[src/rtl/bwm_pkg.sv]
// shared types and constants for the breakpoint and watchpoint match unit
package bwm_pkg;

   localparam int SLOTS = 16;
   localparam int SLOT_W = $clog2(SLOTS);

   localparam logic [7:0] NO_HIT = 8'hff;

   localparam int FL_EXEC = 0;
   localparam int FL_LOAD = 1;
   localparam int FL_STORE = 2;
   localparam int FL_PAUSE = 3;
   localparam int FL_DEV = 4;

   typedef enum logic [2:0] {
      KIND_HOOK = 3'd0,
      KIND_SET = 3'd1,
      KIND_DEV = 3'd2,
      KIND_PAUSE = 3'd3,
      KIND_RESUME = 3'd4,
      KIND_STEP_IN = 3'd5,
      KIND_STEP_OVER = 3'd6,
      KIND_STEP_OUT = 3'd7
   } kind_type;

   typedef enum logic [1:0] {
      MODE_EXEC = 2'd0,
      MODE_PAUSE = 2'd1,
      MODE_OVER = 2'd2,
      MODE_OUT = 2'd3
   } mode_type;

   typedef enum logic [2:0] {
      CLS_OTHER = 3'd0,
      CLS_MEM_LOAD = 3'd1,
      CLS_MEM_STORE = 3'd2,
      CLS_DEV_LOAD = 3'd3,
      CLS_DEV_STORE = 3'd4
   } cls_type;

   localparam logic [4:0] OP_LDZ = 5'h10;
   localparam logic [4:0] OP_STZ = 5'h11;
   localparam logic [4:0] OP_LDR = 5'h12;
   localparam logic [4:0] OP_STR = 5'h13;
   localparam logic [4:0] OP_LDA = 5'h14;
   localparam logic [4:0] OP_STA = 5'h15;
   localparam logic [4:0] OP_DEI = 5'h16;
   localparam logic [4:0] OP_DEO = 5'h17;
   localparam logic [7:0] OP_BRK = 8'h00;

   typedef struct packed {
      logic [2:0] kind;
      logic [15:0] pc;
      logic [7:0] opcode;
      logic [7:0] wst_top;
      logic [7:0] wst_next;
      logic [7:0] rst_top;
      logic [7:0] rst_next;
      logic [7:0] ret_depth;
      logic [7:0] entry_index;
      logic [15:0] target_addr;
      logic [7:0] entry_flags;
      logic [7:0] device_value;
   } req_type;

   typedef struct packed {
      logic hit_found;
      logic [7:0] hit_index;
      logic pause_now;
      logic exec_begin;
      logic exec_end;
      logic [7:0] active_entries;
   } rsp_type;

endpackage

[src/rtl/breakpoint_watchpoint_match_unit.sv]
// breakpoint and watchpoint match unit for a stack machine debugger
//
// one command channel: req_data is taken at a clock edge where start is high
// and busy is low; busy falls in the cycle the word's result is on the ports.
// each result is on rsp_data for one cycle, marked by rsp_valid; the receiver
// cannot stall it.
// a hook word scans the slot table: slot address and flags live in
// synchronous memories with one read port, the device page in one with two
// read ports. each slot scanned takes an address issue and a compare step,
// and device slots a further read and compare for the vector pair. the scan
// stops at the first hit, at the end of the used span, or at once when no
// slot has flags set. set entry writes an in-range slot and recounts the used
// span and the flag union over the whole table. device writes and mode
// commands go straight to the result step, where the device write is made.
// after reset a clearing pass zeroes the device page and the slot table;
// busy is high during it.
module breakpoint_watchpoint_match_unit
   import bwm_pkg::*;
(
   input logic clock,
   input logic reset,
   input logic start,
   output logic busy,
   input req_type req_data,
   output logic rsp_valid,
   output rsp_type rsp_data
);

   typedef enum logic [8:0] {
      ST_CLEAR = 9'b000000001,
      ST_IDLE = 9'b000000010,
      ST_SCAN_RD = 9'b000000100,
      ST_SCAN_CMP = 9'b000001000,
      ST_VEC_RD = 9'b000010000,
      ST_VEC_CMP = 9'b000100000,
      ST_SET_RD = 9'b001000000,
      ST_SET_ACC = 9'b010000000,
      ST_DONE = 9'b100000000
   } state_type;

   // memories
   logic [15:0] addr_mem [SLOTS];
   logic [7:0] flag_mem [SLOTS];
   logic [7:0] dev_mem [256];
   logic [15:0] addr_rd;
   logic [7:0] flag_rd;
   logic [7:0] dev_rd0;
   logic [7:0] dev_rd1;

   state_type state_ff, state_in;
   req_type req_ff;
   logic [8:0] cnt_ff, cnt_in;
   logic [7:0] used_ff, used_in;
   logic [7:0] union_ff, union_in;
   logic running_ff, running_in;
   mode_type mode_ff, mode_in;
   logic [7:0] saved_ff, saved_in;
   logic begin_ff, begin_in;
   logic [7:0] hit_ff, hit_in;
   logic [7:0] acc_ff, acc_in;
   logic [7:0] last_ff, last_in;
   logic [7:0] fl_ff, fl_in;
   logic [15:0] ad_ff, ad_in;
   logic rsp_valid_ff;
   rsp_type rsp_ff, rsp_in;

   logic [SLOT_W-1:0] rd_idx;
   logic [7:0] dev_a0, dev_a1;
   logic slot_we;
   logic [SLOT_W-1:0] slot_wa;
   logic [15:0] slot_wd_addr;
   logic [7:0] slot_wd_flags;
   logic dev_we;
   logic [7:0] dev_wa;
   logic [7:0] dev_wd;

   // decode of the hook word
   cls_type cls;
   logic [15:0] a1, a2;
   logic [7:0] top, nxt;
   logic [7:0] scan_n;
   logic on_hit;
   logic acc_dev;
   logic [15:0] vec;
   logic mode_pause;
   logic [7:0] set_fl;

   always_comb begin
      top = req_ff.opcode[6] ? req_ff.rst_top : req_ff.wst_top;
      nxt = req_ff.opcode[6] ? req_ff.rst_next : req_ff.wst_next;
      cls = CLS_OTHER;
      a1 = '0;
      unique case (req_ff.opcode[4:0])
         OP_DEI: begin cls = CLS_DEV_LOAD; a1 = {8'h00, top}; end
         OP_DEO: begin cls = CLS_DEV_STORE; a1 = {8'h00, top}; end
         OP_LDZ: begin cls = CLS_MEM_LOAD; a1 = {8'h00, top}; end
         OP_STZ: begin cls = CLS_MEM_STORE; a1 = {8'h00, top}; end
         OP_LDR: begin cls = CLS_MEM_LOAD; a1 = req_ff.pc + 16'd1 + {{8{top[7]}}, top}; end
         OP_STR: begin cls = CLS_MEM_STORE; a1 = req_ff.pc + 16'd1 + {{8{top[7]}}, top}; end
         OP_LDA: begin cls = CLS_MEM_LOAD; a1 = {nxt, top}; end
         OP_STA: begin cls = CLS_MEM_STORE; a1 = {nxt, top}; end
         default: begin cls = CLS_OTHER; a1 = '0; end
      endcase
      a2 = a1 + {15'd0, req_ff.opcode[5]};
      scan_n = (used_ff > 8'(SLOTS)) ? 8'(SLOTS) : used_ff;
      on_hit = (a1 == ad_ff) || (a2 == ad_ff);
      acc_dev = on_hit && ((fl_ff[FL_LOAD] && cls == CLS_DEV_LOAD) ||
                           (fl_ff[FL_STORE] && cls == CLS_DEV_STORE));
      vec = {dev_rd0, dev_rd1};
      // the slot being set uses the new flags from the request; slot 0 is read in the same cycle it is written
      set_fl = (cnt_ff[SLOT_W-1:0] == req_ff.entry_index[SLOT_W-1:0]) ?
               req_ff.entry_flags : flag_rd;
      unique case (mode_ff)
         MODE_PAUSE: mode_pause = 1'b1;
         MODE_OVER: mode_pause = req_ff.ret_depth == saved_ff;
         MODE_OUT: mode_pause = req_ff.ret_depth < saved_ff;
         default: mode_pause = 1'b0;
      endcase
   end

   always_ff @(posedge clock) begin
      if (slot_we) begin
         addr_mem[slot_wa] <= slot_wd_addr;
         flag_mem[slot_wa] <= slot_wd_flags;
      end
      addr_rd <= addr_mem[rd_idx];
      flag_rd <= flag_mem[rd_idx];
   end

   always_ff @(posedge clock) begin
      if (dev_we) begin
         dev_mem[dev_wa] <= dev_wd;
      end
      dev_rd0 <= dev_mem[dev_a0];
      dev_rd1 <= dev_mem[dev_a1];
   end

   always_comb begin
      state_in = state_ff;
      cnt_in = cnt_ff;
      used_in = used_ff;
      union_in = union_ff;
      running_in = running_ff;
      mode_in = mode_ff;
      saved_in = saved_ff;
      begin_in = begin_ff;
      hit_in = hit_ff;
      acc_in = acc_ff;
      last_in = last_ff;
      fl_in = fl_ff;
      ad_in = ad_ff;
      rsp_in = rsp_ff;
      rd_idx = cnt_ff[SLOT_W-1:0];
      dev_a0 = ad_ff[7:0];
      dev_a1 = ad_ff[7:0] + 8'd1;
      slot_we = 1'b0;
      slot_wa = req_ff.entry_index[SLOT_W-1:0];
      slot_wd_addr = req_ff.target_addr;
      slot_wd_flags = req_ff.entry_flags;
      dev_we = 1'b0;
      dev_wa = req_ff.target_addr[7:0];
      dev_wd = req_ff.device_value;

      unique case (state_ff)
         ST_CLEAR: begin
            dev_we = 1'b1;
            dev_wa = cnt_ff[7:0];
            dev_wd = '0;
            slot_we = cnt_ff < 9'(SLOTS);
            slot_wa = cnt_ff[SLOT_W-1:0];
            slot_wd_addr = '0;
            slot_wd_flags = '0;
            cnt_in = cnt_ff + 9'd1;
            if (cnt_ff == 9'd255) begin
               state_in = ST_IDLE;
            end
         end
         ST_IDLE: begin
            cnt_in = '0;
         end
         ST_SCAN_RD: begin
            // memory read for slot cnt issued here
            if (cnt_ff[7:0] >= scan_n || union_ff == '0) begin
               state_in = ST_DONE;
            end else begin
               state_in = ST_SCAN_CMP;
            end
         end
         ST_SCAN_CMP: begin
            fl_in = flag_rd;
            ad_in = addr_rd;
            if (flag_rd == '0) begin
               cnt_in = cnt_ff + 9'd1;
               state_in = ST_SCAN_RD;
            end else if (flag_rd[FL_DEV]) begin
               state_in = ST_VEC_RD;
            end else if ((flag_rd[FL_EXEC] && addr_rd == req_ff.pc) ||
                         (((flag_rd[FL_LOAD] && cls == CLS_MEM_LOAD) ||
                           (flag_rd[FL_STORE] && cls == CLS_MEM_STORE)) &&
                          (a1 == addr_rd || a2 == addr_rd))) begin
               hit_in = cnt_ff[7:0];
               state_in = ST_DONE;
            end else begin
               cnt_in = cnt_ff + 9'd1;
               state_in = ST_SCAN_RD;
            end
         end
         ST_VEC_RD: begin
            state_in = ST_VEC_CMP;
         end
         ST_VEC_CMP: begin
            if ((fl_ff[FL_EXEC] && begin_ff && vec == req_ff.pc) || acc_dev) begin
               hit_in = cnt_ff[7:0];
               state_in = ST_DONE;
            end else begin
               cnt_in = cnt_ff + 9'd1;
               state_in = ST_SCAN_RD;
            end
         end
         ST_SET_RD: begin
            // the new entry goes in on the first pass
            slot_we = cnt_ff == '0;
            state_in = ST_SET_ACC;
         end
         ST_SET_ACC: begin
            // slots above the used span are always zero, so the whole table
            // gives the new span and union
            if (set_fl != '0) begin
               last_in = cnt_ff[7:0] + 8'd1;
               acc_in = acc_ff | set_fl;
            end
            if (cnt_ff == 9'(SLOTS - 1)) begin
               used_in = (set_fl != '0) ? 8'(SLOTS) : last_ff;
               union_in = acc_ff | set_fl;
               state_in = ST_DONE;
            end else begin
               cnt_in = cnt_ff + 9'd1;
               state_in = ST_SET_RD;
            end
         end
         ST_DONE: begin
            state_in = ST_IDLE;
            dev_we = kind_type'(req_ff.kind) == KIND_DEV;
            rsp_in.hit_found = 1'b0;
            rsp_in.hit_index = NO_HIT;
            rsp_in.pause_now = 1'b0;
            rsp_in.exec_begin = 1'b0;
            rsp_in.exec_end = 1'b0;
            rsp_in.active_entries = used_ff;
            if (kind_type'(req_ff.kind) == KIND_HOOK) begin
               rsp_in.hit_found = hit_ff != NO_HIT;
               rsp_in.hit_index = hit_ff;
               rsp_in.pause_now = (hit_ff != NO_HIT && fl_ff[FL_PAUSE]) || mode_pause;
               rsp_in.exec_begin = begin_ff;
               rsp_in.exec_end = req_ff.opcode == OP_BRK;
               if (req_ff.opcode == OP_BRK) begin
                  running_in = 1'b0;
               end
            end
         end
         default: state_in = ST_IDLE;
      endcase

      if (state_ff == ST_IDLE && start) begin
         cnt_in = '0;
         hit_in = NO_HIT;
         acc_in = '0;
         last_in = '0;
         fl_in = '0;
         unique case (kind_type'(req_data.kind))
            KIND_HOOK: begin
               begin_in = !running_ff;
               running_in = 1'b1;
               state_in = ST_SCAN_RD;
            end
            KIND_SET: begin
               state_in = (req_data.entry_index < 8'(SLOTS)) ? ST_SET_RD : ST_DONE;
            end
            KIND_DEV: state_in = ST_DONE;
            KIND_PAUSE, KIND_STEP_IN: begin
               mode_in = MODE_PAUSE;
               state_in = ST_DONE;
            end
            KIND_RESUME: begin
               mode_in = MODE_EXEC;
               state_in = ST_DONE;
            end
            KIND_STEP_OVER: begin
               mode_in = MODE_OVER;
               saved_in = req_data.ret_depth;
               state_in = ST_DONE;
            end
            default: begin
               if (req_data.ret_depth != '0) begin
                  mode_in = MODE_OUT;
                  saved_in = req_data.ret_depth;
               end else begin
                  mode_in = MODE_EXEC;
               end
               state_in = ST_DONE;
            end
         endcase
      end
   end

   always_ff @(posedge clock) begin
      if (reset) begin
         state_ff <= ST_CLEAR;
         cnt_ff <= '0;
         used_ff <= '0;
         union_ff <= '0;
         running_ff <= 1'b0;
         mode_ff <= MODE_EXEC;
         saved_ff <= '0;
         rsp_valid_ff <= 1'b0;
      end else begin
         state_ff <= state_in;
         cnt_ff <= cnt_in;
         used_ff <= used_in;
         union_ff <= union_in;
         running_ff <= running_in;
         mode_ff <= mode_in;
         saved_ff <= saved_in;
         rsp_valid_ff <= state_ff == ST_DONE;
      end
   end

   always_ff @(posedge clock) begin
      if (state_ff == ST_IDLE && start) begin
         req_ff <= req_data;
      end
      begin_ff <= begin_in;
      hit_ff <= hit_in;
      acc_ff <= acc_in;
      last_ff <= last_in;
      fl_ff <= fl_in;
      ad_ff <= ad_in;
      rsp_ff <= rsp_in;
   end

   assign busy = state_ff != ST_IDLE;
   assign rsp_valid = rsp_valid_ff;
   assign rsp_data = rsp_ff;

endmodule

[config.mk]
export PLATFORM = sky130hd
export DESIGN_NAME = breakpoint_watchpoint_match_unit
export DESIGN_NICKNAME = d
export VERILOG_FILES = /design/src/rtl/bwm_pkg.sv /design/src/rtl/breakpoint_watchpoint_match_unit.sv
export SDC_FILE = /design/constraint.sdc
export NUM_CORES = 2
export LEC_CHECK = 0
export ABC_CLOCK_PERIOD_IN_PS = 5500
export BUFFER_PORTS_ARGS = -buffer_cell sky130_fd_sc_hd__buf_4
export CORE_MARGIN = 2
export CORE_UTILIZATION = 57
export CTS_CLUSTER_DIAMETER = 60
export DETAILED_ROUTE_END_ITERATION = 10
export MAX_ROUTING_LAYER = met4
export PLACE_DENSITY_LB_ADDON = 0.3
export RECOVER_POWER = 50
export SYNTH_ARGS = -nofsm -noshare
export SYNTH_HDL_FRONTEND = slang
export SYNTH_SLANG_ARGS = --single-unit
[constraint.sdc]
create_clock -name clock -period 5.5 [get_ports clock]
set_clock_uncertainty 0.1 [all_clocks]
set_input_delay 0.825 -clock clock [delete_from_list [all_inputs] [get_ports clock]]
set_output_delay 0.825 -clock clock [all_outputs]
set_load 0.005 [all_outputs]
-- Yosys cells after proc, flatten, opt, wreduce, memory -nomap -nowiden
Memories as Yosys holds them, arrays and structs flattened. A register that Yosys moved wholly into a read port is not among the register bits.
Index checks and enable logic that the tools add are counted.
- register bits: 214
- memory bits (writable): 2432
- input port bits: 110
- output and inout port bits: 22
- word-level logic and storage cells: 200
- memories: 3
- add/subtract/negate cells: 6
- magnitude comparators: 5
- eq/ne operators: 53
- mux-type cells: 50
- bitwise operators: 3
- reductions and logical operators: 48
- memories (name ; words ; width ; read ports ; clocked after memory_dff ; write ports ; line ; RTL):
    dev_mem ; 256 ; 8 ; 2 ; 2 ; 1 ; breakpoint_watchpoint_match_unit.sv:44 ; logic [7:0] dev_mem [256];
    addr_mem ; 16 ; 16 ; 1 ; 1 ; 1 ; breakpoint_watchpoint_match_unit.sv:42 ; logic [15:0] addr_mem [SLOTS];
    flag_mem ; 16 ; 8 ; 1 ; 1 ; 1 ; breakpoint_watchpoint_match_unit.sv:43 ; logic [7:0] flag_mem [SLOTS];
- operators by type and width (kind ; count):
    two-way mux 9 bit ; 14
    two-way mux 8 bit ; 13
    equality test 16 bit ; 6
    one-hot mux 9 bit (8 select lines) ; 1
    one-hot mux 16 bit (3 select lines) ; 1
    one-hot mux 9 bit (5 select lines) ; 1
    equality test 5 bit, second input constant ; 8
    one-hot mux 8 bit (2 select lines) ; 2
    logical NOT 8 bit ; 3
    equality test 9 x 4 -> 1 bit, second input constant ; 2
    equality test 9 x 8 -> 1 bit, second input constant ; 2
    one-hot mux 9 bit (2 select lines) ; 1
    adder 16 x 1 -> 16 bit ; 1
    adder 16 x 1 -> 16 bit, second input constant ; 1
    adder 16 bit ; 1
    adder 8 x 1 -> 8 bit, second input constant ; 2
    two-way mux 16 bit ; 1
    nonzero test 8 bit ; 2
    equality test 3 x 2 -> 1 bit, second input constant ; 5
    equality test 3 bit, second input constant ; 4
    inequality test 2 bit, second input constant ; 6
    one-hot mux 3 bit (4 select lines) ; 1
    logical AND 1 bit ; 11
    AND reduction 2 bit ; 5
    42 further kinds ; 71

-- Logic depth before layout (Yosys ltp)
- word-level depth: 13
- gate-level depth with buffers: 21
- depth with buffers taken out: 18

-- Worst setup path before layout
No wires, ideal clock.
- kind: reg2reg
- start: reg state_ff[6]
- end: mem dev_mem[0][0], data pin
- library setup time: 0.870 ns
- arrival: 4.633 ns
- required time: 4.530 ns
- setup slack: -0.102 ns
- cell stages (with the launch flop): 8
- path buffers: 2
- clock period less this slack: 5.602 ns
- path through: dfxtp_1 > nor2_1 > nand2_1 > nor2_1 > nand4b_1 > clkbuf_1 > clkbuf_1 > and2_1
- longest elaborated chain between the ends: 2
- RTL lines (item ; line ; RTL):
    start: declaration ; breakpoint_watchpoint_match_unit.sv:50 ; state_type state_ff, state_in;
    start signal: assignment ; breakpoint_watchpoint_match_unit.sv:317 ; state_ff <= state_in;
    equality test 9 x 1 -> 1 bit ; breakpoint_watchpoint_match_unit.sv:164 ; unique case (state_ff)
    two-way mux 8 bit ; breakpoint_watchpoint_match_unit.sv:164 ;
    via dev_wd[0] ; breakpoint_watchpoint_match_unit.sv:75 ; logic [7:0] dev_wd;
    end: declaration ; breakpoint_watchpoint_match_unit.sv:44 ;
The timed path passes the listed nets, and every way through them passes these cells.

-- Worst setup path after layout
- start: reg state_ff[7]
- end: mem dev_mem[175][1], data pin
The elaborated chain is that of the path after synthesis.

==> run_results.csv <==
group,metric,value,unit
status,status,"finished, violations left",
status,violations,"max-capacitance violations, max-slew violations",
clock_network,clock_latency,0.95,ns
clock_network,htreeDepth,5,
power_and_ir_drop,comb_power_share,14.0,%
placed_design,port_buffers,131,
floorplanning,io_pins,132,
power_and_ir_drop,power.density,390,mW/mm^2
route,avgRoutedWirePerCell,36.4,microns
final_layout,fin_nets,6214,
power_and_ir_drop,p_int,39.2,mW
global_routing,antenna_found_initial,30,
clock_network,clockBufferDepth,4,
sta,setup_violations,0,
power_and_ir_drop,p_switching,14.2,mW
final_layout,areaGrowthSynthToFinish,12.3,%
final_layout,fillers,13600,
critical_path,worstPathArrival,5.64,ns
logic_synthesis,synth_area,0.122,sq mm
global_routing,grt_max_degree,165,
final_layout,regArea,0.0795,sq mm
min_path,hp-class,"in -> reg",
logic_synthesis,yosys_warnings,0,
logic_synthesis,synthTopCellsByArea,"edfxtp_1 63%, mux4_2 27%, dfxtp_1 1.9%, nor2_1 1.2%, clkbuf_1 0.90%",
sta,finalSetupTns,0,ns
power_and_ir_drop,p_total,53.3,mW
route,dr.pass1.iters,6,
critical_path,cpPeakStageDelay,1.31,ns
route,wl,332000,microns
sta,timing.final.crit_share,95.4,%
final_layout,fin_area,0.137,sq mm
logic_synthesis,syn-instance-count,5790,
logic_synthesis,synth_edf_count,2572,
clock_network,path_clk_slew,0.06,ns
final_layout,final_cells,9100,
sta,relSlewSlack,-95.0,%
floorplanning,num_rows,169,
power_and_ir_drop,switching_share,26.6,%
sta,fmax,0.191,GHz
min_path,min-delay-start,"start",
critical_path,path_class,"reg -> reg",
logic_synthesis,async_flop_share,0,%
final_layout,multi_input_area,0.0407,sq mm
sta,rsz0062_at_grt,"no",
logic_synthesis,synth.distinct_cells,99,
critical_path,startpoint_type,"flip-flop",
power_and_ir_drop,p_clk_share,35.8,%
critical_path,cpMostUsedCell,"nor2_1",
sta,postLayoutSetupSlackWorst,0.253,ns
logic_synthesis,yosys.area.top_type,"edfxtp_1",
logic_synthesis,ys.flop_type,"edfxtp_1",
placed_design,gp_congestion,0.935,
clock_network,clockRootBuffer,"clkbuf_16",
critical_path,worstSetupEndpointType,"flip-flop",
critical_path,rr_endpoint,"dev_mem[175][1]$_DFFE_PP_",
critical_path,path_max_fanout,99,
critical_path,path_cells,"nor2_1, nand2_1, nor2_1, nand4b_1, clkbuf_1, buf_4, and2_2, clkbuf_4",
sta,hold_viol_final,0,
critical_path,worstRegToRegCells,8,
floorplanning,start_util,57.4,%
critical_path,r2r_slack,0.25,ns
clock_network,cts_made_buffers,291,
final_layout,layout-drive-gt1-share,35.7,%
placed_design,dpl_worst_slack,0.348,ns
sta,worstMarginPinSlew,2.93,ns
route,detail-route-antenna-nets,0,
sta,slew_violations,1052,
critical_path,path_buf_inv,3,
route,drt_iter0_drc,10000,
min_path,hold_end,"state_ff[8]$_SDFFE_PP0P_",
critical_path,r2r_start,"state_ff[7]$_SDFFE_PP0P_",
critical_path,required,5.90,ns
clock_network,cts_tree,"yes",
logic_synthesis,syn_avg_cell_area,21.0,sq um
run,cap_viol_max_count,12,
global_routing,globalRoute.totalOverflow,0,
global_routing,grt_use_total,32.0,%
route,drcViolationCount,0,
clock_network,clock_sinks,2686,
global_routing,grt_pass1_vias,65000,
logic_synthesis,synth_seq_cells,2686,
logic_synthesis,yosysSeqAreaShare,65.4,%
floorplanning,die_area,0.217,sq mm
placed_design,dp_hpwl,213000,microns
route,vias,65500,
sta,fin_crit,5.25,ns
power_and_ir_drop,seq_power_share,50.2,%
floorplanning,die_h,466,microns
power_and_ir_drop,vdd_ir_drop_max,0.000651,V
critical_path,slowest_stage,"and2_2",
placed_design,placed_area,0.127,sq mm
min_path,hold_depth,2,
global_routing,grt_pass1_wl,477000,microns
power_and_ir_drop,leakage,42.5,nW
route,vias_per_cell,7.20,
logic_synthesis,synth_top_area_share,63.5,%
critical_path,crit_family,"buffers and inverters",
floorplanning,coreArea,0.212,sq mm
floorplanning,die_x,466,microns
placed_design,dp_cells,8490,
## worst reg2reg max path: stages, from the launching register on
cell and delay (ns):
dfxtp_1 0.39, nor2_1 0.13, nand2_1 0.08, nor2_1 0.06, nand4b_1 0.12, clkbuf_1 0.64, buf_4 0.58, and2_2 1.32
clkbuf_4 1.24
## logic make-up after synthesis
| group | after synthesis | share of synthesized area [%] |
|---|---|---|
| buf+inv | 440 | 1.39 |
| flops | 2686 | 65.4 |
| fa+ha+maj | 38 | 0.397 |
| mux | 1534 | 27.9 |
| xor+xnor | 103 | 0.741 |
| simple gates | 793 | 3.08 |
| compound gates | 195 | 1.18 |
| other cells | 1 | 0.00308 |
## metrics by stage
| step | utilization, % | hold slack [ns] |
|---|---|---|
| 6_report | 64.4 | 0.100 |
| 5_1_grt | 64.4 | 0.0858 |
| 4_1_cts | 64.5 | 0.00109 |
| 3_5_place_dp | 59.7 | 0.339 |
| 3_3_place_gp | 59.7 | 0.331 |
| 2_1_floorplan | - | 0.306 |
## synth_stat cells, types with 6 or more instances
| cell type | n |
|---|---|
| clkbuf_1 | 291 |
| xnor2_1 | 43 |
| or3_1 | 11 |
| or4_1 | 11 |
| and3_1 | 11 |
| o31ai_1 | 6 |
| nor4_1 | 23 |
| buf_1 | 104 |
| nor3_1 | 26 |
| mux2i_1 | 43 |
| nor3b_1 | 13 |
| mux4_2 | 1480 |
| and2_1 | 33 |
| nor2_1 | 386 |
| buf_2 | 6 |
| nand2_1 | 129 |
| ha_1 | 37 |
| or2_2 | 8 |
| o21ai_0 | 33 |
| inv_1 | 30 |
| nor2b_1 | 20 |
| dfxtp_1 | 114 |
| mux2_2 | 10 |
| nand4b_1 | 8 |
| a31oi_1 | 7 |
| nand2b_1 | 24 |
| xor2_1 | 60 |
| nand3_1 | 43 |
| nor4b_1 | 6 |
| edfxtp_1 | 2572 |
| a21oi_1 | 46 |
| a211oi_1 | 22 |
| o211ai_1 | 6 |
| nand4_1 | 16 |
## registers in the layout, summed over array words and instances, names as in the netlist, 9 cells and up
register,count
dev_mem,2048
state_ff,9
flag_mem,128
req_ff,103
cnt_ff,9
addr_rd,16
addr_mem,256
rsp_data,20
ad_ff,16
## power groups by stage
| stage | logic, mW | registers (mW) | clock network [mW] |
|---|---|---|---|
| floorplan | 4.05 | 27.0 | 0 |
| global placement | 7.18 | 26.9 | 0 |
| detailed placement | 7.44 | 27.0 | 0 |
| CTS | 7.54 | 26.6 | 19.2 |
| global route | 7.87 | 26.8 | 20.0 |
| finish | 7.47 | 26.8 | 19.1 |
## worst max path at each step
stage	to	startpoint	depth (start not counted)	slack [ns]
finish	dev_mem[175][1]$_DFFE_PP_	state_ff[7]$_SDFFE_PP0P_	8	0.25
floorplan	dev_mem[0][5]$_DFFE_PP_	state_ff[6]$_SDFFE_PP0P_	7	-0.09
global route	dev_mem[175][1]$_DFFE_PP_	state_ff[6]$_SDFFE_PP0P_	8	0.02
global placement	state_ff[8]$_SDFFE_PP0P_	req_ff[86]$_DFFE_PP_	17	0.37
detailed placement	state_ff[8]$_SDFFE_PP0P_	req_ff[86]$_DFFE_PP_	18	0.35
CTS	state_ff[8]$_SDFFE_PP0P_	req_ff[86]$_DFFE_PP_	18	0.33
## area by class of cell
| class | instances | share of cell area (%) |
|---|---|---|
| tap | 2821 | 2.58 |
| clock inverter | 140 | 1.03 |
| inverter | 33 | 0.0934 |
| antenna | 13 | 0.0238 |
| timing repair buffer | 388 | 2.63 |
| sequential | 2686 | 58.2 |
| clock buffer | 353 | 5.66 |
| multi-input combinational | 2666 | 29.8 |
## metal layers
layer / GRT usage (%) / up-vias / share of wire, %
li1: - / 25600 / -
met2: 47.4 / 4403 / 48
met1: 43.5 / 34900 / 36
met4: 12.7 / 0 / 4.7
met3: 7.54 / 681 / 12
met5: - / - / 0
## cells in the final DEF (no fill, tap or decap), types with 49 or more instances in the layout
master / Yosys / layout
buf_4: 2 / 98
clkbuf_1: 291 / 74
clkbuf_16: 0 / 299
clkbuf_4: 0 / 113
clkinv_1: 1 / 49
dfxtp_1: 114 / 111
dlygate4sd3_1: 0 / 102
edfxtp_1: 2572 / 2572
mux4_2: 1480 / 1480
nand2_1: 129 / 121
nor2_1: 386 / 370
xor2_1: 60 / 57
## timing repair
item                                    in CTS  in global routing
endpoints found under the setup margin       0                 18
setup buffers                                0                  2
resized for setup                            0                  4
hold endpoints to repair                   104                  0
hold buffers                               102                  0
Power figures use the tool's default switching activity.
